File: config.mk
export PLATFORM = sky130hd
export DESIGN_NAME = s2e_sumsq
export DESIGN_NICKNAME = d
export VERILOG_FILES = /design/src/rtl/s2e_sumsq.sv
export SDC_FILE = /design/constraint.sdc
export NUM_CORES = 2
export LEC_CHECK = 0
export BUFFER_PORTS_ARGS = -buffer_cell sky130_fd_sc_hd__buf_2
export CAP_MARGIN = 20
export CORE_MARGIN = 2
export CORE_UTILIZATION = 55
export CTS_BUF_LIST = sky130_fd_sc_hd__clkbuf_4 sky130_fd_sc_hd__clkbuf_8
export CTS_CLUSTER_SIZE = 20
export DETAILED_ROUTE_END_ITERATION = 10
export PLACE_DENSITY_LB_ADDON = 0.05
export RECOVER_POWER = 100
export SLEW_MARGIN = 20
export SYNTH_ARGS = -nofsm -noshare
export SYNTH_HDL_FRONTEND = slang
export SYNTH_SLANG_ARGS = --single-unit
File: constraint.sdc
create_clock -name clk -period 7.37 [get_ports clk]
set_input_delay 0.3685 -clock clk [delete_from_list [all_inputs] [get_ports clk]]
set_output_delay 0.3685 -clock clk [all_outputs]
set_load 0.02 [all_outputs]
File: src/rtl/s2e_sumsq.sv
// two-stage sum of squares of two unsigned magnitudes, with sideband
// depends on nothing outside this file
module s2e_sumsq #(
  parameter int IN_W   = 33,
  parameter int SIDE_W = 8
) (
  input  logic                  clk,
  input  logic                  rst,
  input  logic                  en,
  input  logic                  in_valid,
  input  logic [IN_W-1:0]       x,
  input  logic [IN_W-1:0]       y,
  input  logic [SIDE_W-1:0]     in_side,
  output logic                  out_valid,
  output logic [2*IN_W+1:0]     sum,
  output logic [SIDE_W-1:0]     out_side
);

  logic                  valid_a;
  logic [2*IN_W-1:0]     sqx;
  logic [2*IN_W-1:0]     sqy;
  logic [SIDE_W-1:0]     side_a;

  always_ff @(posedge clk) begin
    if (rst) begin
      valid_a   <= 1'b0;
      out_valid <= 1'b0;
    end else if (en) begin
      valid_a   <= in_valid;
      out_valid <= valid_a;
    end
  end

  always_ff @(posedge clk) begin
    if (en) begin
      sqx      <= x * x;
      sqy      <= y * y;
      side_a   <= in_side;
      sum      <= {2'b00, sqx} + {2'b00, sqy};
      out_side <= side_a;
    end
  end

endmodule

==> results by group <==
Status
  • Status: finished, violations left
  • Failing checks: capacitance limit, slew limit

Logic synthesis
  • Synth unique cells: 89
  • Post-synthesis mux area share: 0.115%
  • Syn_area_per_cell: 9.57 sq um
  • Synth Flop Type: edfxtp_1
  • Post-synth EDFFs: 213
  • Post-synth top area share: 48.1%
  • Yosys top cell by area: fa_1
  • Largest family of logic cells by synthesized area: adder cells
  • Syn. warnings: 0
  • Flops & latches, synth: 215
  • Synth Instances: 7,477
  • Ys async rst share: 0%
  • Syn nets: 9,885
  • Synth Area in Compound Gates: 5.71%
  • Register area share after synthesis: 9.00%
  • Post-synthesis simple-gate area fraction: 10.1%
  • Mapped Area: 71,500 sq um
  • Synth Area in Adders: 58.8%
  • Synth area leaders: fa_1 (48%), inv_1 (12%), ha_1 (11%)
  • Post-Synth XOR/XNOR Area: 2.56%

Global routing
  • Antenna violations before repair: 3
  • Global-route wire length before repair: 296,000 um
  • Largest net degree at the start of global routing: 78
  • Overflow after GRT: 0
  • Vias in the first global route: 57,109
  • GRT Total Usage: 28.8%

Critical path
  • Worst reg2reg path startpoint: sqy[3]
  • Startpoint Class: input port
  • Worst R2R End: sum[66]
  • Worst r2r path cells: 11
  • Most used cell, CP: fa_1
  • Max FO, Critical Path: 6
  • Req. time, crit path: 7740 ps
  • Crit Path Class: input port to flip-flop
  • Critical path data arrival time: 7540 ps
  • CP peak stage delay: 590 ps
  • Max stage delay cell, worst path: fa_1
  • Reg2Reg Setup Slack: 2290 ps
  • Setup crit end kind: flip-flop

Hold path
  • Hold crit path type: input port to flip-flop
  • Worst Hold Launch: x[0]
  • Min-Delay Endpoint: sqx[0]
  • Worst hold path depth: 3

Timing
  • Period utilization: 97.3%
  • Max Fclk: 0.139 GHz
  • Final Setup Violations: 0
  • Tmin final: 7170 ps
  • Final Hold Vio Count: 0
  • Post-route setup TNS: 0 ps
  • Actual slew at the worst max-slew pin: 3950 ps
  • Setup Skew: 22.5 ps
  • RSZ-0062 raised after global routing: true
  • Final max-slew violation count: 220
  • Worst slew margin: -163%

Die
  • Core area: 129,000 sq um
  • Die Area: 133,000 sq um
  • Row count: 132
  • Vert. Die Dim: 365 um
  • Initial core utilization: 55.3%
  • # IOs: 155
  • Die width: 365 um

Route
  • Routed wire per std cell: 17.9 um
  • Post-DR vias/cell: 5.11
  • Drt pass-1 iters: 5
  • Final Routed Wirelength: 181,000 um
  • Iteration-0 DRC Markers: 2,782
  • Routed vias: 51,575
  • Final ANT Viol Nets: 0
  • Residual DRC: 0

Clocking
  • Clk slew on worst S/H paths: 90 ps
  • Sink Count: 215
  • CTS Root Cell: clkbuf_8
  • Num CTS Buffers: 30
  • Longest Clk Path Bufs: 3
  • Worst-Skew Late Latency: 650 ps
  • CTS tree: done
  • H-tree Lvls: 1

Layout
  • FF+latch area: 6440 sq um
  • Most frequent cells in the layout: inv_1 (2,324), fa_1 (1,710), buf_4 (883)
  • Area Overhead vs Synth: 14.1%
  • Fillers: 11,168
  • Fin nets: 10,740
  • Multi-input gate area: 55,700 sq um
  • Post-layout util: 63.1%
  • Layout cell share with drive strength beyond 1: 13.9%
  • Final instance area: 81,600 sq um
  • Most common cell after layout, fill and taps aside: inv_1

Placement
  • Port bufs: 153
  • DP Area: 80,500 sq um
  • Final HPWL DP: 161,000 um
  • RD Place Congestion: 0.930

Flow run
  • Max Cap Viol: 3
-- logic make-up (layout without fill, tap and decap cells) --
logic type	Yosys count	in the layout
other cells	1	3
xor+xnor	209	209
fa+ha+maj	2330	2330
compound gates	621	621
simple gates	1505	1505
flops	215	215
buf+inv	2588	3465
mux	8	8
-- repair_timing --
action	in CTS	in global routing
pin swaps	2	43
endpoints found under the hold margin	10	0
hold buffers	10	0
buffers inserted	1	8
gates resized for setup	8	132
gates cloned	0	0
setup endpoints to repair	5	43
-- sequential cells by signal, indices dropped and copies added, names as in the netlist --
register	cells
side_a	8
out_valid	1
sum	67
valid_a	1
out_side	8
sqx	65
sqy	65
-- cell usage after synthesis, types with 7 or more instances --
library cell	n
nand4_1	41
xor2_1	77
o21ai_0	92
a21oi_1	194
nand2_1	703
ha_1	611
a21boi_0	7
xnor2_1	132
a31oi_1	25
nand3_1	31
nor2_1	157
and2_1	425
a21o_1	130
nand2b_1	15
a221oi_1	9
nor2b_1	21
fa_1	1719
a211o_1	7
edfxtp_1	213
nor3_1	33
clkbuf_1	243
or2_2	13
o21bai_1	31
o21a_1	20
o31ai_1	8
and3_1	31
or3_1	9
o21ai_1	16
and4_1	7
nor4_1	8
inv_1	2328
o211ai_1	8
-- worst max-delay path: cells and delay by family --
family | cells | cell delay (ps)
fa+ha+maj | 9 | 4420
buf+inv | 12 | 1110
simple gates | 4 | 830
compound gates | 4 | 630
xor+xnor | 1 | 160
-- per-stage QoR --
stage / setup WS [ps] / hold slack, ps / instances
finish: 198 / 226 / 10098
global route: -48.3 / 204 / 10097
CTS: -7.92 / 188 / 10089
detailed placement: -818 / 410 / 10024
global placement: -799 / 403 / 10024
floorplan: -59.7 / 400 / 7477
-- worst max path at each step --
stage	start	end	slack, ps	cells after the start
after detailed placement	y[19]	sqy[54]	-820	30
after floorplan	x[29]	sqx[63]	-60	28
after CTS	x[17]	sqx[61]	-8	30
final	y[7]	sqy[57]	200	30
after global placement	y[19]	sqy[54]	-800	30
after global routing	x[19]	sqx[61]	-50	32
-- area by class of cell --
| class | count | share of cell area [%] |
|---|---|---|
| clock inverter | 14 | 0.156 |
| antenna | 2 | 0.00613 |
| inverter | 2330 | 10.7 |
| multi-input combinational | 4674 | 68.3 |
| timing repair buffer | 1081 | 9.69 |
| sequential | 215 | 7.88 |
| clock buffer | 40 | 0.598 |
| tap | 1742 | 2.67 |
-- metal layers --
metal / global-route usage [%] / part of all wire [%]
met4: 7.80 / 3.3
met3: 2.88 / 4.8
met1: 37.5 / 41
met2: 51.3 / 51
met5: 0 / 0
Power is not shown: default switching activity piles up to over one toggle a cycle in this logic, so the estimate is an artifact.
