## src/rtl/s2e_isqrt_pipe.sv

```systemverilog
// pipelined integer square root, one root bit per stage, with sideband
// depends on nothing outside this file
module s2e_isqrt_pipe #(
  parameter int RAD_W  = 68,
  parameter int SIDE_W = 8
) (
  input  logic                  clk,
  input  logic                  rst,
  input  logic                  en,
  input  logic                  in_valid,
  input  logic [RAD_W-1:0]      radicand,
  input  logic [SIDE_W-1:0]     in_side,
  output logic                  out_valid,
  output logic [RAD_W/2-1:0]    root,
  output logic [SIDE_W-1:0]     out_side
);

  localparam int RT_W = RAD_W / 2;
  localparam int RM_W = RT_W + 3;

  logic [RT_W:0]         vld;
  logic [RAD_W-1:0]      rad_q  [RT_W+1];
  logic [RM_W-1:0]       rem_q  [RT_W+1];
  logic [RT_W-1:0]       root_q [RT_W+1];
  logic [SIDE_W-1:0]     side_q [RT_W+1];

  assign vld[0]    = in_valid;
  assign rad_q[0]  = radicand;
  assign rem_q[0]  = '0;
  assign root_q[0] = '0;
  assign side_q[0] = in_side;

  for (genvar i = 0; i < RT_W; i++) begin : g_stage
    logic [RM_W-1:0] cur;
    logic [RM_W-1:0] trial;
    logic            ge;

    always_comb begin
      cur   = {rem_q[i][RM_W-3:0], rad_q[i][RAD_W-1 -: 2]};
      trial = {1'b0, root_q[i], 2'b01};
      ge    = (cur >= trial);
    end

    always_ff @(posedge clk) begin
      if (rst) begin
        vld[i+1] <= 1'b0;
      end else if (en) begin
        vld[i+1] <= vld[i];
      end
    end

    always_ff @(posedge clk) begin
      if (en) begin
        rad_q[i+1]  <= {rad_q[i][RAD_W-3:0], 2'b00};
        rem_q[i+1]  <= ge ? (cur - trial) : cur;
        root_q[i+1] <= {root_q[i][RT_W-2:0], ge};
        side_q[i+1] <= side_q[i];
      end
    end
  end

  assign out_valid = vld[RT_W];
  assign root      = root_q[RT_W];
  assign out_side  = side_q[RT_W];

endmodule

```

## config.mk

```make
export PLATFORM = sky130hd
export DESIGN_NAME = s2e_isqrt_pipe
export DESIGN_NICKNAME = d
export VERILOG_FILES = /design/src/rtl/s2e_isqrt_pipe.sv
export SDC_FILE = /design/constraint.sdc
export NUM_CORES = 2
export LEC_CHECK = 0
export BUFFER_PORTS_ARGS = -buffer_cell sky130_fd_sc_hd__buf_4
export CORE_UTILIZATION = 66
export CTS_BUF_LIST = sky130_fd_sc_hd__clkbuf_8
export CTS_CLUSTER_DIAMETER = 100
export CTS_CLUSTER_SIZE = 14
export DETAILED_ROUTE_END_ITERATION = 10
export PLACE_DENSITY = 0.8
export SYNTH_ARGS = -nofsm -noshare
export SYNTH_HDL_FRONTEND = slang
export SYNTH_SLANG_ARGS = --single-unit
```

## constraint.sdc

```tcl
create_clock -name clk -period 5.2 [get_ports clk]
set_clock_uncertainty 0.1 [all_clocks]
set_input_delay 0.26 -clock clk [delete_from_list [all_inputs] [get_ports clk]]
set_output_delay 0.26 -clock clk [all_outputs]
set_load 0.01 [all_outputs]
```

==> impl_results.md <==
* Status: completed
* DR WL/cell at about 22 um
* Clk root buf: clkbuf_8
* Synth async-reset ratio at 0%
* Hold Slack at ~0.29 ns
* # DRC at 0
* Clock slew at reported path FFs at 0.09 ns
* Worst skew pair latency at 1.06 ns
* Total Power at ~60 mW
* Worst setup path startpoint: g_stage[20].cur[7]
* Row cnt at 168
* Most frequent cells in the layout: 3091 x edfxtp_1, 812 x inv_1, 660 x nor2_1
* RSZ-0062 raised after global routing: false
* # Post-CTS Setup Buffers at 0
* Max VDD drop at ~0.36 mV
* Flops & latches, synth at 3125
* DRT Pass-1 Iters at 6
* Top post-synthesis cells by area: edfxtp_1 66%, ha_1 5.6%, xor2_1 3.1%, xnor2_1 2.7%, a21oi_1 2.2%
* Worst path required time at between 5 and 6 ns
* CTS tree: yes
* Crit Path Class: flop to flop
* Synth top area share at between 60% and 70%
* Via count at approximately 84000
* Hold Buf Count CTS at 160
* DP HPWL at 211000 um
* Post-DRT Antenna Nets at 0
* GPL Wtd Cong at approximately 0.94
* IO buf count at about 120
* CP startpoint kind: flop
* Core area at between 200000 and 250000 sq um
* Seq/Total Area, Yosys at between 60% and 70%
* Final Hold Viols at 0
* Relative max-transition margin at 10.4%
* PwrDens at between 300 and 400 nW/um^2
* Worst Slack Setup Final at approximately 0.38 ns
* Maxcap violations at 0
* Resized Gates After CTS at 0
* Detailed Route Iter0 Violations at approximately 8800
* Most common cell after layout, fill and taps aside: edfxtp_1
* Final Net Count at roughly 12000
* Post-Syn Area at approximately 140000 sq um
* Flop2flop setup slack at 0.38 ns
* H-tree levels at 4
* First-pass GRT wire length at around 460000 um
* Worst Tran Pin Value at between 1 and 1.5 ns
* Max Clk Rate at 208 MHz
* GR Overflow Total at 0
* Largest area contributor in the netlist: edfxtp_1
* Num ports at 123
* Min-delay worst type: flop to flop
* Static Leak at approximately 57 nW
* Vias in the first global route at slightly above 80000
* Die Ht at between 400 and 500 um
* Initial antenna violation count at 13
* Die area at ~210000 sq um
* Setup-failing EPs final at 0
* Fin. max-slew vios at 0
* Syn_nets at approximately 11000
* Worst setup path end: g_stage[21].cur[4]
* Total CTS buffers at ~240
* RR Endpoint: g_stage[21].cur[4]
* Via density at 6.09
* Crit-path max FO at 32
* Post-route minimum period at between 4 and 5 ns
* Initial Util at around two thirds
* Total negative setup slack at 0 ns
* Wirelength, routed at 300000 um
* Largest net degree at the start of global routing at approximately 190
* Clk buf depth at 3
* Arrival time worst endpoint at ~5.5 ns
* R2R depth at 11
* Crit share post-route at 92.6%
* Critical Path Sink Type: flop
* Avg Cell Area, Syn at 13.4 sq um
* Total GRT Usage at between 20 and 30%
* Synth cell types at 97
* Die width at roughly 460 um
* Clk sink count at roughly 3100
* Layout cells sized above 1 at approximately 6.2%
* Yosys warns at 0
* Setup WS pre-CTS at about 0.64 ns
* Number of synthesized flops with an enable pin at 3091
* Post-Synthesis Cells at around 10000
* Top FF cell, synth: edfxtp_1
* Area Overhead vs Synth at 7.19%
* Worst r2r src: g_stage[20].cur[7]
## power by group
group / switching [mW] / total (mW) / internal (mW)
Combinational: 8.34 / 14.2 / 5.84
Sequential: 2.15 / 33.7 / 31.6
Clock: 7.67 / 11.9 / 4.25
Total: 18.2 / 59.8 / 41.7
## worst min-delay path by stage
stage / from / to / cells past startpoint
detailed placement: rad_q[881] / g_stage[23].cur[1] / 0
global placement: rad_q[1872] / rad_q[1806] / 0
global route: side_q[15] / out_side[7] / 0
floorplan: radicand[64] / g_stage[1].cur[0] / 0
finish: rad_q[1625] / rad_q[1559] / 0
CTS: radicand[41] / rad_q[2287] / 3
## critical path, stage by stage (launching register included)
cell      delay, ns
edfxtp_1       0.42
ha_1           0.40
nand3_1        0.17
nor3_1         0.90
a21oi_1        0.18
o211ai_1       0.25
a41oi_1        0.41
o21ai_0        0.47
a31o_2         0.41
buf_4          0.41
nor2_1         0.08
a21oi_1        0.32
## sequential cells by signal (all words and copies together), names as in the netlist
signal / flops
rad_q: 1056
g_stage.trial: 561
out_valid: 1
vld: 33
root: 34
side_q: 264
out_side: 8
g_stage.cur: 1168
## stage by stage
step | cells | cell area (sq um) | util [%]
finish | 13700 | 150000 | 71.4
global route | 13700 | 150000 | 71.4
CTS | 13700 | 150000 | 71.4
detailed placement | 13300 | 145000 | 68.9
global placement | 13300 | 145000 | 68.9
floorplan | 10400 | 140000 | -
## cells in the mapped netlist (32+ instances only)
cell and number:
a211oi_1 56, a21o_1 277, a21oi_1 611, a31oi_1 58, and3_1 54, clkbuf_1 188, dfxtp_1 34, edfxtp_1 3091
ha_1 631, inv_1 791, mux2_2 84, mux2i_1 44, nand2_1 656, nand2b_1 112, nand3_1 161, nand4_1 116
nor2_1 660, nor2b_1 84, nor3_1 256, nor4_1 122, o211ai_1 32, o21a_1 131, o21ai_0 548, o21bai_1 60
o31ai_1 75, or2_2 46, or3_1 106, or4_1 70, xnor2_1 435, xor2_1 492
## layout make-up
class | count | area, sq um
clock buffers | 241 | 3320
repair buffers | 390 | 3650
diodes | 7 | 17.5
fillers | 13700 | 60000
inverters | 795 | 2980
multi-input cells | 6305 | 42800
clock inverters | 36 | 378
well taps | 2805 | 3510
flip-flops and latches | 3125 | 93500
## per-layer routing
layer	global-route usage (%)	routed length (um)
met5	0	21
met4	6.29	6480
met1	41.5	135000
met3	3.81	20600
met2	43.6	138000
## cell families (layout without fill, tap and decap cells)
group	Yosys count	in the layout	synth area share (%)
flip-flops	3125	3125	66.7
AND/OR/NAND/NOR	2579	2579	9.07
AO/OA/AOI/OAI	2035	2035	8.96
buffers and inverters	1015	1462	2.76
XOR/XNOR	927	927	5.80
adder cells (fa/ha/maj)	631	631	5.64
multiplexers	132	132	1.03
other	1	8	0.00268
Note: power is estimated with default switching activity, not from simulation.
